<file path="config.mk">
export PLATFORM = sky130hd
export DESIGN_NAME = nearest_neighbor_downscale_rgb565
export DESIGN_NICKNAME = d
export VERILOG_FILES = /design/src/dsc_pkg.sv /design/src/dsc_cfg.sv /design/src/dsc_scan.sv /design/src/dsc_out.sv /design/src/nearest_neighbor_downscale_rgb565.sv
export SDC_FILE = /design/constraint.sdc
export NUM_CORES = 1
export LEC_CHECK = 0
export BUFFER_PORTS_ARGS = -buffer_cell sky130_fd_sc_hd__buf_4
export CAP_MARGIN = 10
export CORE_ASPECT_RATIO = 1.2
export CORE_MARGIN = 2
export CORE_UTILIZATION = 50
export DETAILED_ROUTE_END_ITERATION = 16
export MAX_ROUTING_LAYER = met4
export PLACE_DENSITY = 0.67
export SETUP_SLACK_MARGIN = 0.15
export SYNTH_ARGS = -nofsm -noshare
export SYNTH_HDL_FRONTEND = slang
export SYNTH_SLANG_ARGS = --single-unit
</file>
<file path="constraint.sdc">
create_clock -name aclk -period 23.2 [get_ports aclk]
set_input_delay 1.16 -clock aclk [delete_from_list [all_inputs] [get_ports aclk]]
set_output_delay 1.16 -clock aclk [all_outputs]
set_load 0.005 [all_outputs]
</file>
<file path="src/dsc_pkg.sv">
// Shared definitions for the nearest-neighbour RGB565 downscaler.
// Holds the configuration register indexes, colour masks and the result record.
// No dependencies.
package dsc_pkg;

    typedef enum logic [1:0] {
        REG_SOURCE_WIDTH  = 2'd0,
        REG_SOURCE_HEIGHT = 2'd1,
        REG_TARGET_WIDTH  = 2'd2,
        REG_TARGET_HEIGHT = 2'd3
    } cfg_index_t;

    localparam int CFG_INDEX_BITS = 2;

    localparam logic [4:0] RED_BLUE_MASK = 5'h1F;
    localparam logic [5:0] GREEN_MASK    = 6'h3F;

    localparam int PIXEL_BITS   = 16;
    localparam int CHANNEL_BITS = 8;

    typedef struct packed {
        logic                    valid;
        logic [CHANNEL_BITS-1:0] red;
        logic [CHANNEL_BITS-1:0] green;
        logic [CHANNEL_BITS-1:0] blue;
        logic                    row_end;
        logic                    frame_end;
    } result_t;

endpackage

</file>
<file path="src/dsc_cfg.sv">
// Size registers of the downscaler and the effective sizes derived from them.
// Zero sizes count as one and target sizes are clamped to the source sizes.
// Depends on dsc_pkg.
module dsc_cfg
    import dsc_pkg::*;
#(
    parameter int DIMENSION_BITS = 12
) (
    input  logic                      aclk,
    input  logic                      aresetn,
    input  logic                      cfg_wr_en,
    input  logic [CFG_INDEX_BITS-1:0] cfg_index,
    input  logic [DIMENSION_BITS-1:0] cfg_wr_data,
    output logic [DIMENSION_BITS-1:0] eff_src_w,
    output logic [DIMENSION_BITS-1:0] eff_src_h,
    output logic [DIMENSION_BITS-1:0] eff_dst_w,
    output logic [DIMENSION_BITS-1:0] eff_dst_h
);

    localparam logic [DIMENSION_BITS-1:0] ONE = DIMENSION_BITS'(1);

    logic [DIMENSION_BITS-1:0] src_w_reg, src_h_reg, dst_w_reg, dst_h_reg;
    logic [DIMENSION_BITS-1:0] dst_w_raw, dst_h_raw;

    always_ff @(posedge aclk) begin
        if (!aresetn) begin
            src_w_reg <= DIMENSION_BITS'(800);
            src_h_reg <= DIMENSION_BITS'(640);
            dst_w_reg <= DIMENSION_BITS'(96);
            dst_h_reg <= DIMENSION_BITS'(96);
        end else if (cfg_wr_en) begin
            unique case (cfg_index_t'(cfg_index))
                REG_SOURCE_WIDTH:  src_w_reg <= cfg_wr_data;
                REG_SOURCE_HEIGHT: src_h_reg <= cfg_wr_data;
                REG_TARGET_WIDTH:  dst_w_reg <= cfg_wr_data;
                REG_TARGET_HEIGHT: dst_h_reg <= cfg_wr_data;
                default: ;
            endcase
        end
    end

    always_comb begin
        eff_src_w = (src_w_reg == '0) ? ONE : src_w_reg;
        eff_src_h = (src_h_reg == '0) ? ONE : src_h_reg;
        dst_w_raw = (dst_w_reg == '0) ? ONE : dst_w_reg;
        dst_h_raw = (dst_h_reg == '0) ? ONE : dst_h_reg;
        eff_dst_w = (dst_w_raw > eff_src_w) ? eff_src_w : dst_w_raw;
        eff_dst_h = (dst_h_raw > eff_src_h) ? eff_src_h : dst_h_raw;
    end

endmodule

</file>
<file path="src/dsc_scan.sv">
// Input register, raster counters and accumulators of the downscaler.
// Decides per source pixel whether it is kept and forms the RGB888 result.
// Depends on dsc_pkg.
module dsc_scan
    import dsc_pkg::*;
#(
    parameter int DIMENSION_BITS = 12
) (
    input  logic                      aclk,
    input  logic                      aresetn,
    input  logic                      s_tvalid,
    output logic                      s_tready,
    input  logic [PIXEL_BITS-1:0]     s_tdata,
    input  logic                      s_tuser,
    input  logic [DIMENSION_BITS-1:0] eff_src_w,
    input  logic [DIMENSION_BITS-1:0] eff_src_h,
    input  logic [DIMENSION_BITS-1:0] eff_dst_w,
    input  logic [DIMENSION_BITS-1:0] eff_dst_h,
    input  logic                      out_take,
    output logic                      fire,
    output result_t                   result
);

    localparam int D = DIMENSION_BITS;
    localparam int A = 2 * DIMENSION_BITS;

    logic                  in_valid_reg;
    logic [PIXEL_BITS-1:0] pix_reg;
    logic                  start_reg;

    logic [D-1:0] sc_reg, sr_reg, tc_reg, tr_reg;
    logic [A-1:0] cta_reg, csa_reg, rta_reg, rsa_reg;
    logic [D-1:0] sc_next, sr_next, tc_next, tr_next;
    logic [A-1:0] cta_next, csa_next, rta_next, rsa_next;

    logic [D-1:0] sc, sr, tc, tr;
    logic [A-1:0] cta, csa, rta, rsa;
    logic [A:0]   row_lim, col_lim;
    logic         row_keep, col_keep, keep;

    function automatic logic [D-1:0] ONE_D();
        return D'(1);
    endfunction

    assign fire     = in_valid_reg && out_take;
    assign s_tready = !in_valid_reg || out_take;

    always_comb begin
        sc  = start_reg ? '0 : sc_reg;
        sr  = start_reg ? '0 : sr_reg;
        tc  = start_reg ? '0 : tc_reg;
        tr  = start_reg ? '0 : tr_reg;
        cta = start_reg ? '0 : cta_reg;
        csa = start_reg ? '0 : csa_reg;
        rta = start_reg ? '0 : rta_reg;
        rsa = start_reg ? '0 : rsa_reg;

        row_lim  = {1'b0, rsa} + (A+1)'(eff_dst_h);
        col_lim  = {1'b0, csa} + (A+1)'(eff_dst_w);
        row_keep = (tr < eff_dst_h) && ({1'b0, rta} < row_lim);
        col_keep = (tc < eff_dst_w) && ({1'b0, cta} < col_lim);
        keep     = row_keep && col_keep;

        result.valid     = keep;
        result.red       = {pix_reg[15:11] & RED_BLUE_MASK, 3'b000};
        result.green     = {pix_reg[10:5] & GREEN_MASK, 2'b00};
        result.blue      = {pix_reg[4:0] & RED_BLUE_MASK, 3'b000};
        result.row_end   = (tc == eff_dst_w - ONE_D());
        result.frame_end = result.row_end && (tr == eff_dst_h - ONE_D());

        sc_next  = sc;
        sr_next  = sr;
        tc_next  = tc;
        tr_next  = tr;
        cta_next = cta;
        csa_next = csa;
        rta_next = rta;
        rsa_next = rsa;

        if (keep) begin
            tc_next  = tc + ONE_D();
            cta_next = cta + A'(eff_src_w);
        end

        if (sc >= eff_src_w - ONE_D()) begin
            sc_next  = '0;
            tc_next  = '0;
            cta_next = '0;
            csa_next = '0;
            if (row_keep) begin
                tr_next  = tr + ONE_D();
                rta_next = rta + A'(eff_src_h);
            end
            if (sr >= eff_src_h - ONE_D()) begin
                sr_next  = '0;
                tr_next  = '0;
                rta_next = '0;
                rsa_next = '0;
            end else begin
                sr_next  = sr + ONE_D();
                rsa_next = rsa + A'(eff_dst_h);
            end
        end else begin
            sc_next  = sc + ONE_D();
            csa_next = csa + A'(eff_dst_w);
        end
    end

    always_ff @(posedge aclk) begin
        if (!aresetn) begin
            in_valid_reg <= 1'b0;
            sc_reg  <= '0;
            sr_reg  <= '0;
            tc_reg  <= '0;
            tr_reg  <= '0;
            cta_reg <= '0;
            csa_reg <= '0;
            rta_reg <= '0;
            rsa_reg <= '0;
        end else begin
            if (s_tvalid && s_tready) begin
                in_valid_reg <= 1'b1;
            end else if (fire) begin
                in_valid_reg <= 1'b0;
            end
            if (fire) begin
                sc_reg  <= sc_next;
                sr_reg  <= sr_next;
                tc_reg  <= tc_next;
                tr_reg  <= tr_next;
                cta_reg <= cta_next;
                csa_reg <= csa_next;
                rta_reg <= rta_next;
                rsa_reg <= rsa_next;
            end
        end
    end

    always_ff @(posedge aclk) begin
        if (s_tvalid && s_tready) begin
            pix_reg   <= s_tdata;
            start_reg <= s_tuser;
        end
    end

endmodule

</file>
<file path="src/dsc_out.sv">
// Result register of the downscaler, driving the master-side stream.
// Takes a new result whenever it is empty or its request is being taken.
// Depends on dsc_pkg.
module dsc_out
    import dsc_pkg::*;
(
    input  logic                      aclk,
    input  logic                      aresetn,
    input  logic                      fire,
    input  result_t                   result,
    output logic                      out_take,
    output logic                      m_tvalid,
    input  logic                      m_tready,
    output logic [3*CHANNEL_BITS-1:0] m_tdata,
    output logic                      m_tlast,
    output logic                      m_tuser
);

    logic                      valid_reg;
    logic [3*CHANNEL_BITS-1:0] data_reg;
    logic                      last_reg;
    logic                      user_reg;

    assign out_take = !valid_reg || m_tready;
    assign m_tvalid = valid_reg;
    assign m_tdata  = data_reg;
    assign m_tlast  = last_reg;
    assign m_tuser  = user_reg;

    always_ff @(posedge aclk) begin
        if (!aresetn) begin
            valid_reg <= 1'b0;
        end else if (out_take) begin
            valid_reg <= fire && result.valid;
        end
    end

    always_ff @(posedge aclk) begin
        if (out_take) begin
            data_reg <= {result.blue, result.green, result.red};
            last_reg <= result.row_end;
            user_reg <= result.frame_end;
        end
    end

endmodule

</file>
<file path="src/nearest_neighbor_downscale_rgb565.sv">
// Top level of the nearest-neighbour RGB565 to RGB888 downscaler.
// Instantiates dsc_cfg, dsc_scan and dsc_out; depends on dsc_pkg.
//
// Channel  Direction  Payload
// s_       in         tdata = pixel_rgb565, tuser = frame_start
// m_       out        tdata = red, green, blue; tlast = row_end; tuser = frame_end
// cfg_     in         write enable, register index 0..3, size value
//
// One source pixel is taken per clock cycle while s_tready is high; a kept pixel passes
// through the input register and then the result register to the master side.
// Reset is synchronous and active low and clears all counters and accumulators.
// While a result waits on the master side both registers hold, and s_tready falls
// once the input register is also full.
module nearest_neighbor_downscale_rgb565
    import dsc_pkg::*;
#(
    parameter int DIMENSION_BITS = 12
) (
    input  logic                      aclk,
    input  logic                      aresetn,
    input  logic                      s_tvalid,
    output logic                      s_tready,
    input  logic [PIXEL_BITS-1:0]     s_tdata,  // pixel_rgb565
    input  logic                      s_tuser,  // frame_start
    output logic                      m_tvalid,
    input  logic                      m_tready,
    output logic [3*CHANNEL_BITS-1:0] m_tdata,  // red, green, blue
    output logic                      m_tlast,
    output logic                      m_tuser,  // frame_end
    input  logic                      cfg_wr_en,
    input  logic [CFG_INDEX_BITS-1:0] cfg_index,
    input  logic [DIMENSION_BITS-1:0] cfg_wr_data
);

    logic [DIMENSION_BITS-1:0] eff_src_w, eff_src_h, eff_dst_w, eff_dst_h;
    logic                      out_take;
    logic                      fire;
    result_t                   result;

    dsc_cfg #(
        .DIMENSION_BITS(DIMENSION_BITS)
    ) u_cfg (
        .aclk       (aclk),
        .aresetn    (aresetn),
        .cfg_wr_en  (cfg_wr_en),
        .cfg_index  (cfg_index),
        .cfg_wr_data(cfg_wr_data),
        .eff_src_w  (eff_src_w),
        .eff_src_h  (eff_src_h),
        .eff_dst_w  (eff_dst_w),
        .eff_dst_h  (eff_dst_h)
    );

    dsc_scan #(
        .DIMENSION_BITS(DIMENSION_BITS)
    ) u_scan (
        .aclk     (aclk),
        .aresetn  (aresetn),
        .s_tvalid (s_tvalid),
        .s_tready (s_tready),
        .s_tdata  (s_tdata),
        .s_tuser  (s_tuser),
        .eff_src_w(eff_src_w),
        .eff_src_h(eff_src_h),
        .eff_dst_w(eff_dst_w),
        .eff_dst_h(eff_dst_h),
        .out_take (out_take),
        .fire     (fire),
        .result   (result)
    );

    dsc_out u_out (
        .aclk    (aclk),
        .aresetn (aresetn),
        .fire    (fire),
        .result  (result),
        .out_take(out_take),
        .m_tvalid(m_tvalid),
        .m_tready(m_tready),
        .m_tdata (m_tdata),
        .m_tlast (m_tlast),
        .m_tuser (m_tuser)
    );

endmodule

</file>
# Word level (Yosys, flattened, before mapping)
# Cells that the tools add are included.
dict set report totals {
  input_bits 36
  reg_bits 229
  out_inout_bits 28
  word_cells 99
}
dict set report op_classes {
  reduce_logical 21
  eq_ne 5
  n_mux 32
  magnitude_cmp 8
  addsub 14
}
# cell count
set op_table {}
lappend op_table {{two-way mux 24 bit} 12}
lappend op_table {{two-way mux 12 bit} 18}
lappend op_table {{adder 24 x 12 -> 24 bit} 4}
lappend op_table {{adder 24 x 12 -> 25 bit} 2}
lappend op_table {{less-than comparator 24 x 25 -> 1 bit} 2}
lappend op_table {{adder 12 x 1 -> 12 bit (second input constant)} 4}
lappend op_table {{zero test 12 bit} 4}
lappend op_table {{subtractor 12 x 1 -> 12 bit (second input constant)} 4}
lappend op_table {{equality test 12 bit} 2}
lappend op_table {{>= comparator 12 bit} 2}
lappend op_table {{> comparator 12 bit} 2}
lappend op_table {{less-than comparator 12 bit} 2}
lappend op_table {{AND reduction 2 bit} 4}
lappend op_table {{logical AND 1 bit} 7}
lappend op_table {{equality test 2 bit (second input constant)} 2}
lappend op_table {{equality test 2 x 1 -> 1 bit (second input constant)} 1}
lappend op_table {{zero test 1 bit} 2}
lappend op_table {{zero test 2 bit} 1}
lappend op_table {{logical OR 1 bit} 2}
lappend op_table {{two-way mux 1 bit} 2}
lappend op_table {{nonzero test 2 bit} 1}

# Depth between registers and ports, before layout
# Gate-level depths: netlist of run 1.
dict set report depth {
  ltp_word 10
  ltp_mapped 43
  ltp_nobuf 38
}

# Modules after synthesis
# Synthesis of run 1 repeated with hierarchy kept, for this count alone.
dict set report unflattened {
  cells_unflattened 2099
  area_unflattened_um2 17269.1
}
# module area_each_um2 instances seq_area_each_um2 cells_each
set modules_own_cells {}
lappend modules_own_cells {dsc_scan 13441.6 1 3413.3 1689}
lappend modules_own_cells {dsc_cfg 2997.9 1 960.9 380}
lappend modules_own_cells {dsc_out 829.5 1 800.8 30}

# Worst setup path before layout of run 1
# OpenSTA, ideal clock, no wires.
dict set report synth_path {
  kind {register -> register}
  start {reg u_cfg.src_w_reg[4]}
  end {reg u_scan.tc_reg[8]}
  synth_period_minus_slack_ns 7.568
  setup_ns 0.129
  arrival_ns 7.439
  path_buffers 5
  setup_slack_ns 15.632
  required_time_ns 23.071
  stages_incl_launch_ff 37
  cell_sequence {dfxtp_1 clkbuf_1 or4_1 nor3_1 nand2_1 o21bai_1 ha_1 nor2b_1 o211ai_1 a21o_1 o211a_1 nor2_2 buf_4 buf_2 mux2i_1 inv_1 ha_1 a21o_1 a21oi_1 maj3_1 o211ai_1 a31oi_1 a21oi_1 a31oi_2 buf_2 nor2_1 xnor2_1 ha_1 a21o_1 a211o_1 a2111o_1 o32ai_1 o21ai_2 buf_2 o41a_1 o21ai_1 o31ai_1}
}
dict set report synth_via {
  elab_chain_cells 10
  word_cells_on_any_way 13
  classes_between {2 x add/sub; 4 x order compare; 4 x mux; 3 x reduce/logical}
}
# item line
set synth_rtl {}
lappend synth_rtl {{start, declared} dsc_cfg.sv:22} ;# logic [DIMENSION_BITS-1:0] src_w_reg, src_h_reg, dst_w_reg, dst_h_reg;
lappend synth_rtl {{start signal, assigned} dsc_cfg.sv:33} ;# REG_SOURCE_WIDTH: src_w_reg <= cfg_wr_data;
lappend synth_rtl {{zero test 12 bit} dsc_cfg.sv:43} ;# eff_src_w = (src_w_reg == '0) ? ONE : src_w_reg;
lappend synth_rtl {{two-way mux 12 bit *} dsc_cfg.sv:43}
lappend synth_rtl {{> comparator 12 bit} dsc_cfg.sv:47} ;# eff_dst_w = (dst_w_raw > eff_src_w) ? eff_src_w : dst_w_raw;
lappend synth_rtl {{two-way mux 12 bit} dsc_cfg.sv:47}
lappend synth_rtl {{adder 24 x 12 -> 25 bit} dsc_scan.sv:59} ;# col_lim = {1'b0, csa} + (A+1)'(eff_dst_w);
lappend synth_rtl {{less-than comparator 24 x 25 -> 1 bit} dsc_scan.sv:61} ;# col_keep = (tc < eff_dst_w) && ({1'b0, cta} < col_lim);
lappend synth_rtl {{logical AND 1 bit} dsc_scan.sv:61}
lappend synth_rtl {{logical AND 1 bit} dsc_scan.sv:62} ;# keep = row_keep && col_keep;
lappend synth_rtl {{two-way mux 12 bit} dsc_scan.sv:80} ;# if (keep) begin
lappend synth_rtl {{two-way mux 12 bit *} dsc_scan.sv:85} ;# if (sc >= eff_src_w - ONE_D()) begin
lappend synth_rtl {{end signal, assigned} dsc_scan.sv:129} ;# tc_reg <= tc_next;
lappend synth_rtl {{end, declared} dsc_scan.sv:31} ;# logic [D-1:0] sc_reg, sr_reg, tc_reg, tr_reg;
# Every way passes the cells marked *; elsewhere a longest branch is shown, timed or not.
# A chain may end at the register's enable or synchronous reset.

# Worst setup path after layout of run 1
dict set report layout_path {
  start {reg u_cfg.src_w_reg[4]}
  end {reg u_scan.tc_reg[6]}
}
# The elaborated chain is that of the path after synthesis.

==> results.sh, run 1 <==
export IMPL_status="completed"
export IMPL_grt_start_max_net_pins=112
export IMPL_max_slew_margin=0.242
export IMPL_cts_hold_buffers=0
export IMPL_start_util=0.509
export IMPL_synth_top_area_cell="dfxtp_1"
export IMPL_cts_setup_buffers=0
export IMPL_clk_latency_ps=580
export IMPL_antenna_found_initial=0
export IMPL_place_area_um2=17900
export IMPL_ys_seq_area_frac=0.285
export IMPL_cts_made_buffers=27
export IMPL_dp_slack_ps=13620
export IMPL_die_area_um2=36200
export IMPL_ys_warn_count=0
export IMPL_overflow=0
export IMPL_synthXorXnorAreaFrac=0.0631
export IMPL_htreeDepth=1
export IMPL_async_flop_share=0
export IMPL_yosys_area_share_simple=0.248
export IMPL_cts_sink_count=229
export IMPL_synth_distinct_cells=102
export IMPL_fin_area_um2=18800
export IMPL_netlist_instances=2164
export IMPL_tightest_slew_ps=1130
export IMPL_vdd_drop_max_mv=0.0546
export IMPL_power_density_nw_per_um2=55.5
export IMPL_via_per_inst=6.09
export IMPL_finalWirelength_mm=52.2
export IMPL_synth_compound_area_share=0.201
export IMPL_start_kind="register"
export IMPL_syn_cell_area_um2=17300
export IMPL_finClkSkew_ps=22.3
export IMPL_critical_path_slowest_cell="or4_1"
export IMPL_clk_pin_slew_worst_paths_ps=60
export IMPL_synth_area_leaders="dfxtp_1 (22%), ha_1 (12%), edfxtp_1 (6.1%)"
export IMPL_cp_end_kind="register"
export IMPL_syn_mean_instance_area_um2=8.01
export IMPL_ant_nets=0
export IMPL_post_route_util=0.553
export IMPL_firstDrtPassIters=5
export IMPL_cts_repair_resized=0
export IMPL_track_usage=0.288
export IMPL_layout_area_overhead_vs_synth_pct=8.59
export IMPL_die_w_um=174
export IMPL_num_rows=74
export IMPL_worstSetupPathType="register to register"
export IMPL_fin_nets=2326
export IMPL_core_um2=34100
export IMPL_synthMuxAreaShare=0.0208
export IMPL_fmax_mhz=104
export IMPL_cp_data_required_time_ps=23680
export IMPL_wl_per_cell_um=20.0
export IMPL_maxCapViolCount=0
export IMPL_hp_class="register to register"
export IMPL_synth_fa_ha_area_frac=0.126
export IMPL_setup_viol=0
export IMPL_cts_buffer_depth=3
export IMPL_cp_max_fo=22
export IMPL_yosys_area_top_type_share=0.224
export IMPL_min_period_over_period=0.415
export IMPL_ios=64
export IMPL_ys_flop_type="dfxtp_1"
export IMPL_holdWs_ps=413
export IMPL_ys_ff_latch=229
export IMPL_final_hold_viol_count=0
export IMPL_period_needed_ps=9630
export IMPL_drt_iter0_drc=1208
export IMPL_clock_tree_root_cell="clkbuf_16"
export IMPL_grt_pass1_wl_mm=81.7
export IMPL_p_leak_nw=7.61
export IMPL_cts_tree="yes"
export IMPL_rsz0062_at_grt="no"
export IMPL_final_cell_mix="nand2_1 (263), dfxtp_1 (194), ha_1 (161)"
export IMPL_antenna_cells=0
export IMPL_max_stage_delay_ps=650
export IMPL_grt_pass1_vias=15200
export IMPL_drive_gt1_frac=0.0806
export IMPL_layout_commonest_cell="nand2_1"
export IMPL_io_buffers=55
export IMPL_synth_edf_count=35
export IMPL_maxSlewViolCount=0
export IMPL_die_h_um=208
export IMPL_via_count=15900
export IMPL_tns_ps=0
export IMPL_worst_slack_ps=13570
export IMPL_place_hpwl_mm=38.8
export IMPL_synth_top_family_by_area="simple AND/OR/NAND/NOR gates"
export IMPL_crit_arrival_ps=10110
export IMPL_route_detailed_drc=0
export IMPL_gp_congestion=0.973
-- critical path: cells and delay by family (launching register included) --
| kind | cells | cell delay [ps] |
|---|---|---|
| AO/OA/AOI/OAI | 18 | 4960 |
| XOR/XNOR | 1 | 170 |
| adder cells (fa/ha/maj) | 4 | 970 |
| buffers and inverters | 2 | 390 |
| flip-flops | 1 | 440 |
| multiplexers | 1 | 330 |
| AND/OR/NAND/NOR | 8 | 2250 |
-- kinds of logic (layout without fill, tap and decap cells) --
family / after synthesis / count (layout)
AND/OR/NAND/NOR: 847 / 847
AO/OA/AOI/OAI: 518 / 518
buffers and inverters: 235 / 210
flip-flops: 229 / 229
adder cells (fa/ha/maj): 174 / 174
XOR/XNOR: 125 / 125
multiplexers: 35 / 35
other: 1 / 8
-- path summary, 6_finish.rpt --
check                                  start                            end  slack [ps]  depth (start not counted)
max reg2reg  u_cfg.src_w_reg[4]$_SDFFE_PN0P_  u_scan.tc_reg[6]$_SDFFE_PN0P_       13570                         34
max          u_cfg.src_w_reg[4]$_SDFFE_PN0P_  u_scan.tc_reg[6]$_SDFFE_PN0P_       13570                         34
min reg2reg     u_scan.pix_reg[11]$_DFFE_PP_     u_out.m_tdata[3]$_DFFE_PP_         410                          0
min             u_scan.pix_reg[11]$_DFFE_PP_     u_out.m_tdata[3]$_DFFE_PP_         410                          0
-- Yosys cell counts, drive strengths merged (9+ instances only) --
master and instances:
nand2 266, dfxtp 194, ha 161, a21oi 141, nor2 137, nor2b 123
clkbuf 116, o21ai 113, xnor2 89, inv 88, nand3 55, nor3 54
nand2b 48, a21o 42, xor2 36, edfxtp 35, nand4 32, and3 30
buf 30, mux2i 29, o211ai 28, nor4 27, and2 23, a31oi 22
a22o 20, a211oi 15, o21a 14, o311ai 12, or4 12, o31ai 11
o2bb2ai 10, a32oi 9, maj3 9
-- per-stage QoR --
| stage | power [W] | instances |
|---|---|---|
| floorplan | 0.000531 | 2171 |
| CTS | 0.00105 | 2602 |
| global route | 0.00108 | 2602 |
| finish | 0.00105 | 2602 |
| detailed placement | 0.000574 | 2552 |
| global placement | 0.000571 | 2552 |
-- area by class of cell --
class / count / area (µm²)
repair buffers: 71 / 546
multi-input cells: 1707 / 11500
inverters: 89 / 334
well taps: 456 / 571
clock inverters: 16 / 260
clock buffers: 34 / 722
fillers: 3301 / 15200
flip-flops and latches: 229 / 4930
-- power by group --
part           leakage (nW)  internal [W]  total (W)  switching [W]
sequential             1.93      0.000413   0.000422     0.00000876
clock                 0.478      0.000290   0.000479       0.000189
combinational          5.20     0.0000516   0.000145      0.0000938
total                  7.61      0.000754    0.00105       0.000292
-- layer usage --
metal  up-vias  track usage  wire [µm]
li1       7635            -          -
met1      7616        0.333      21200
met2       466        0.501      26200
met3       134       0.0260       2310
met4         0        0.137       2500
met5         -            -          0
Power figures use the tool's default switching activity.
==> run 2, diff against run 1 <==
--- a/config.mk
+++ b/config.mk
@@ -5,6 +5,7 @@
 export SDC_FILE = /design/constraint.sdc
 export NUM_CORES = 1
 export LEC_CHECK = 0
+export ABC_AREA = 1
 export BUFFER_PORTS_ARGS = -buffer_cell sky130_fd_sc_hd__buf_4
 export CAP_MARGIN = 10
 export CORE_ASPECT_RATIO = 1.2
@@ -12,7 +13,7 @@
 export CORE_UTILIZATION = 50
 export DETAILED_ROUTE_END_ITERATION = 16
 export MAX_ROUTING_LAYER = met4
-export PLACE_DENSITY = 0.67
+export PLACE_DENSITY = 0.69
 export SETUP_SLACK_MARGIN = 0.15
 export SYNTH_ARGS = -nofsm -noshare
 export SYNTH_HDL_FRONTEND = slang
==> constraint.sdc (replaced) <==
create_clock -name aclk -period 8.6 [get_ports aclk]
set_input_delay 0.43 -clock aclk [delete_from_list [all_inputs] [get_ports aclk]]
set_output_delay 0.43 -clock aclk [all_outputs]
set_load 0.005 [all_outputs]
==> run 2 against run 1 <==
  * Global-route usage about the same
  * Sequential share of layout area decreased by 1.3 points
  * Power increased to 3.7 times the previous value
  * Sequential power increased to 2.9 times the previous value
  * Final area increased by 5.4%
  * Clock power increased to 2.7 times the previous value
  * Highest routed layer unchanged
  * Combinational power increased to 9.0 times the previous value
  * Critical path depth increased by 9
==> results.sh, run 2 <==
export IMPL_cts_buffer_depth=3
export IMPL_gp_congestion=0.979
export IMPL_max_stage_delay_ps=680
export IMPL_finClkSkew_ps=18.5
export IMPL_syn_cell_area_um2=18400
export IMPL_layout_area_overhead_vs_synth_pct=7.95
export IMPL_ios=64
export IMPL_p_int_w=0.00238
export IMPL_cts_setup_buffers=0
export IMPL_netlist_instances=2824
export IMPL_critical_path_slowest_cell="o21ai_0"
export IMPL_start_kind="register"
export IMPL_synth_area_leaders="dfxtp_1 (21%), nand2_1 (13%), ha_1 (11%)"
export IMPL_fin_nets=2985
export IMPL_htreeDepth=1
export IMPL_r2r_start="u_cfg.src_h_reg[7]$_SDFFE_PN1P_"
export IMPL_antenna_found_initial=0
export IMPL_maxSlewViolCount=0
export IMPL_ys_flop_type="dfxtp_1"
export IMPL_tightest_slew_ps=1170
export IMPL_cts_hold_buffers=0
export IMPL_cp_startpoint="u_cfg.src_h_reg[7]$_SDFFE_PN1P_"
export IMPL_via_per_inst=5.50
export IMPL_clock_tree_root_cell="clkbuf_16"
export IMPL_drive_gt1_frac=0.0602
export IMPL_track_usage=0.288
export IMPL_instances_no_fill=3274
export IMPL_ys_seq_area_frac=0.268
export IMPL_cts_made_buffers=28
export IMPL_ys_ff_latch=229
export IMPL_cts_sink_count=229
export IMPL_swShare=0.380
export IMPL_ys_warn_count=0
export IMPL_die_h_um=214
export IMPL_die_area_um2=38300
export IMPL_io_buffers=55
export IMPL_worstSetupPathType="register to register"
export IMPL_core_um2=36000
export IMPL_final_cell_mix="nand2_1 (632), inv_1 (408), nor2_1 (271)"
export IMPL_pwr_share_comb=0.340
export IMPL_dp_cells=3222
export IMPL_min_period_over_period=0.890
export IMPL_grt_pass1_wl_mm=87.0
export IMPL_num_rows=76
export IMPL_power_density_nw_per_um2=193
export IMPL_period_needed_ps=7650
export IMPL_hp_class="input port to register"
export IMPL_synth_top_family_by_area="simple AND/OR/NAND/NOR gates"
export IMPL_dp_slack_ps=1000
export IMPL_die_w_um=179
export IMPL_seqPwrFrac=0.319
export IMPL_syn_mean_instance_area_um2=6.51
export IMPL_worstHoldStart="s_tuser"
export IMPL_tns_ps=0
export IMPL_clk_pin_slew_worst_paths_ps=70
export IMPL_p_leak_nw=8.92
export IMPL_cts_repair_resized=0
export IMPL_ys_top_cells_by_count="nand2_1 (633), inv_1 (408), nor2_1 (273), a21oi_1 (259), nand3_1 (230)"
export IMPL_start_util=0.510
export IMPL_layout_commonest_cell="nand2_1"
export IMPL_power_share_clock=0.340
export IMPL_place_hpwl_mm=40.2
export IMPL_wl_per_cell_um=16.5
export IMPL_synth_distinct_cells=60
export IMPL_overflow=0
export IMPL_synth_compound_area_share=0.140
export IMPL_synthXorXnorAreaFrac=0.0533
export IMPL_status="completed"
export IMPL_synth_fa_ha_area_frac=0.114
export IMPL_synth_most_common_cell="nand2_1"
export IMPL_power_w=0.00384
export IMPL_grt_pass1_vias=17100
export IMPL_clk_latency_ps=570
export IMPL_grt_start_max_net_pins=83
export IMPL_synth_edf_count=35
export IMPL_cts_tree="yes"
export IMPL_cp_end_kind="register"
export IMPL_antenna_cells=0
export IMPL_final_hold_viol_count=0
export IMPL_cp_data_required_time_ps=9080
export IMPL_crit_arrival_ps=8140
export IMPL_rsz0062_at_grt="no"
export IMPL_cp_common_cell="nand2_1"
export IMPL_vdd_drop_max_mv=0.189
export IMPL_synth_top_area_cell="dfxtp_1"
export IMPL_setup_viol=0
export IMPL_drt_iter0_drc=1114
export IMPL_fill_cells=3567
export IMPL_firstDrtPassIters=5
export IMPL_ant_nets=0
export IMPL_synthMuxAreaShare=0
export IMPL_reg2reg_slack_ps=950
export IMPL_switchingPower_w=0.00146
export IMPL_cp_max_fo=38
export IMPL_finalWirelength_mm=54.1
export IMPL_fmax_mhz=131
export IMPL_max_slew_margin=0.221
export IMPL_maxCapViolCount=0
export IMPL_worst_slack_ps=945
export IMPL_yosys_area_share_simple=0.303
export IMPL_async_flop_share=0
export IMPL_via_count=18000
export IMPL_route_detailed_drc=0
export IMPL_yosys_area_top_type_share=0.211
==> run 2: changes by cell type in the layout (fill, tap and decap cells not counted), sizes merged, moves of 72 or more <==
| cell | previous run | this run |
|---|---|---|
| nor2b | 123 | 0 |
| xnor2 | 89 | 17 |
| nor2 | 137 | 277 |
| inv | 91 | 414 |
| a21oi | 141 | 260 |
| nand2 | 266 | 647 |
| nand3 | 55 | 236 |
==> run 2: routing by layer <==
metal | routed length [µm] | vias up | global-route usage
met5 | 0 | - | -
met4 | 1950 | 0 | 0.104
met3 | 2320 | 97 | 0.0273
met2 | 26500 | 460 | 0.491
met1 | 23300 | 8372 | 0.351
li1 | - | 9073 | -
==> run 2: power groups by stage <==
stage	sequential (W)	combinational, W	clock, W
floorplan	0.00123	0.00110	0
global placement	0.00124	0.00125	0
detailed placement	0.00125	0.00129	0
global route	0.00123	0.00148	0.00137
CTS	0.00122	0.00129	0.00133
finish	0.00123	0.00131	0.00131
==> run 2: stage by stage <==
| step | cell area (µm²) | hold slack, ps | utilization |
|---|---|---|---|
| global route | 19900 | 26.4 | 0.551 |
| CTS | 19800 | 18.7 | 0.551 |
| detailed placement | 18800 | 405 | 0.523 |
| floorplan | 18400 | 400 | - |
| finish | 19900 | 50.4 | 0.551 |
| global placement | 18800 | 400 | 0.523 |
==> run 2: area by class of cell <==
cell class / count / area, µm² / share of cell area
well taps: 468 / 586 / 0.0295
inverters: 416 / 1560 / 0.0788
repair buffers: 66 / 495 / 0.0250
clock buffers: 34 / 774 / 0.0390
clock inverters: 18 / 235 / 0.0118
flip-flops and latches: 229 / 4930 / 0.249
multi-input cells: 2043 / 11300 / 0.567
==> run 2: kinds of logic after synthesis <==
family,count (synthesis)
AND/OR/NAND/NOR,1286
buffers and inverters,559
AO/OA/AOI/OAI,472
flip-flops,229
adder cells (fa/ha/maj),165
XOR/XNOR,112
other,1
==> run 2: worst paths after layout <==
path                                                        to  depth (start not counted)
worst max-delay path            u_scan.cta_reg[6]$_SDFFE_PN0P_                         43
worst min-delay path                u_scan.start_reg$_DFFE_PP_                          1
worst max register to register  u_scan.cta_reg[6]$_SDFFE_PN0P_                         43
worst min register to register     u_out.m_tdata[11]$_DFFE_PP_                          0
==> run 2: critical path, delay by kind of cell (launching register included) <==
kind	cells	cell delay [ps]
simple gates	28	3830
compound gates	7	1680
fa+ha+maj	4	1050
flops	1	370
buf+inv	3	370
xor+xnor	1	210
==> run 3, diff against run 2 <==
--- a/config.mk
+++ b/config.mk
@@ -5,15 +5,13 @@
 export SDC_FILE = /design/constraint.sdc
 export NUM_CORES = 1
 export LEC_CHECK = 0
-export ABC_AREA = 1
 export BUFFER_PORTS_ARGS = -buffer_cell sky130_fd_sc_hd__buf_4
 export CAP_MARGIN = 10
 export CORE_ASPECT_RATIO = 1.2
 export CORE_MARGIN = 2
-export CORE_UTILIZATION = 50
+export CORE_UTILIZATION = 41
 export DETAILED_ROUTE_END_ITERATION = 16
 export MAX_ROUTING_LAYER = met4
-export PLACE_DENSITY = 0.69
 export SETUP_SLACK_MARGIN = 0.15
 export SYNTH_ARGS = -nofsm -noshare
 export SYNTH_HDL_FRONTEND = slang
==> run 3 against run 2 <==
  * Critical path depth is 5 lower
  * Clock-buffer cell count is 6 higher
  * Sequential power is 7% lower
  * First-iteration DRC count is 15% lower
  * Sequential share of layout area is 0.55 points higher
  * Combinational power is 68% lower
  * Clock power is 7% higher
  * Die area is 15% higher
  * Via count is 12% lower
  * Cell count is 17% lower
  * Register-to-register slack worse by 350 ps
  * Largest power group is now clock
  * Highest routed layer unchanged
==> results.sh, run 3 (same netlist as run 1, synthesis figures left out) <==
export IMPL_layout_area_overhead_vs_synth_pct=12.1
export IMPL_critical_path_slowest_cell="dfxtp_1"
export IMPL_place_hpwl_mm=39.8
export IMPL_instances_no_fill=2729
export IMPL_route_detailed_drc=0
export IMPL_cts_made_buffers=29
export IMPL_hp_class="input port to register"
export IMPL_clock_tree_root_cell="clkbuf_16"
export IMPL_core_um2=41800
export IMPL_num_rows=82
export IMPL_fin_nets=2362
export IMPL_finalWirelength_mm=53.5
export IMPL_p_leak_nw=7.86
export IMPL_ios=64
export IMPL_vdd_drop_max_mv=0.131
export IMPL_maxSlewViolCount=0
export IMPL_cts_tree="yes"
export IMPL_antenna_found_initial=0
export IMPL_crit_arrival_ps=8450
export IMPL_crit_family="compound AO/OA/AOI/OAI gates"
export IMPL_firstDrtPassIters=6
export IMPL_via_per_inst=5.81
export IMPL_die_h_um=229
export IMPL_grt_pass1_wl_mm=84.8
export IMPL_clk_latency_ps=570
export IMPL_io_buffers=55
export IMPL_tns_ps=0
export IMPL_max_slew_margin=0.368
export IMPL_worstSetupPathType="register to register"
export IMPL_start_kind="register"
export IMPL_rsz0062_at_grt="no"
export IMPL_fmax_mhz=125
export IMPL_die_area_um2=44000
export IMPL_tightest_slew_ps=947
export IMPL_place_area_um2=18300
export IMPL_drive_gt1_frac=0.103
export IMPL_fill_cells=4059
export IMPL_setup_viol=0
export IMPL_cp_data_required_time_ps=9040
export IMPL_via_count=15900
export IMPL_final_hold_viol_count=0
export IMPL_power_w=0.00295
export IMPL_maxCapViolCount=0
export IMPL_antenna_cells=0
export IMPL_final_cell_mix="nand2_1 (262), dfxtp_1 (191), ha_1 (161)"
export IMPL_period_needed_ps=8010
export IMPL_status="completed"
export IMPL_path_buf_inv=4
export IMPL_overflow=0
export IMPL_grt_pass1_vias=15700
export IMPL_power_density_nw_per_um2=152
export IMPL_gp_congestion=0.911
export IMPL_ant_nets=0
export IMPL_fin_area_um2=19400
export IMPL_htreeDepth=1
export IMPL_cts_hold_buffers=0
export IMPL_finClkSkew_ps=24.1
export IMPL_cts_buffer_depth=3
export IMPL_cp_max_fo=19
export IMPL_die_w_um=192
export IMPL_post_route_util=0.466
export IMPL_max_stage_delay_ps=530
export IMPL_cp_end_kind="register"
export IMPL_wl_per_cell_um=19.6
export IMPL_layout_commonest_cell="nand2_1"
export IMPL_dp_cells=2675
export IMPL_min_period_over_period=0.931
export IMPL_drt_iter0_drc=943
export IMPL_clk_pin_slew_worst_paths_ps=60
export IMPL_cts_sink_count=229
export IMPL_track_usage=0.250
export IMPL_start_util=0.415
export IMPL_grt_start_max_net_pins=109
-- run 3: cell count changes in the layout (fill, tap and decap cells not counted), moves of 51 or more --
cell     previous run  this run
nor2_1            271       130
a21oi_1           259       139
nand2_1           632       262
inv_1             408        86
xor2_1             95        36
nand3_1           230        55
xnor2_1            17        89
o21ai_0           126        75
nor2b_1             0       123
-- run 3: worst register-to-register path, delay by kind of cell, from the launching register on --
kind,cells,cell delay (ps)
AO/OA/AOI/OAI,17,3780
XOR/XNOR,1,170
adder cells (fa/ha/maj),4,1250
buffers and inverters,4,730
flip-flops,1,530
AND/OR/NAND/NOR,12,1460
-- run 3: what timing repair did --
item                                    in CTS  in global routing
setup buffers                                0                  1
endpoints found under the setup margin      22                 73
resized for setup                            2                 15
pin swaps                                    0                  2
-- run 3: stage by stage --
| step | hold slack, ps | worst slack (ps) |
|---|---|---|
| after global routing | 19.9 | 195 |
| after detailed placement | 405 | -156 |
| final | 47.8 | 592 |
| after floorplan | 400 | 1030 |
| after global placement | 401 | -135 |
| after CTS | 18.0 | 166 |
-- run 3: worst paths after layout --
kind | endpoint | startpoint | slack (ps) | cells after the start
worst min register to register | u_out.m_tdata[15]$_DFFE_PP_ | u_scan.pix_reg[10]$_DFFE_PP_ | 410 | 0
worst min-delay path | u_scan.pix_reg[13]$_DFFE_PP_ | s_tdata[13] | 50 | 1
worst max register to register | u_scan.rta_reg[1]$_SDFFE_PN0P_ | u_cfg.src_h_reg[7]$_SDFFE_PN1P_ | 590 | 38
worst max-delay path | u_scan.rta_reg[1]$_SDFFE_PN0P_ | u_cfg.src_h_reg[7]$_SDFFE_PN1P_ | 590 | 38
-- run 3: per-layer routing --
metal / wire length [µm] / track usage / up-vias
met5: 0 / - / -
met3: 2500 / 0.0331 / 126
li1: - / - / 7696
met2: 26500 / 0.423 / 420
met1: 22200 / 0.294 / 7609
met4: 2310 / 0.108 / 0
-- run 3: where the power goes --
| group | total, W | leakage (nW) | switching [W] | internal [W] |
|---|---|---|---|---|
| logic | 0.000416 | 5.40 | 0.000262 | 0.000154 |
| registers | 0.00114 | 1.93 | 0.0000205 | 0.00111 |
| clock network | 0.00140 | 0.536 | 0.000498 | 0.000897 |
| total | 0.00295 | 7.86 | 0.000780 | 0.00217 |
-- run 3: final cells by class --
type	instances	area [µm²]	share of cell area
multi-input combinational	1707	11500	0.593
inverter	89	334	0.0172
sequential	229	4940	0.254
clock buffer	40	852	0.0438
timing repair buffer	105	855	0.0440
clock inverter	13	245	0.0126
tap	546	683	0.0351
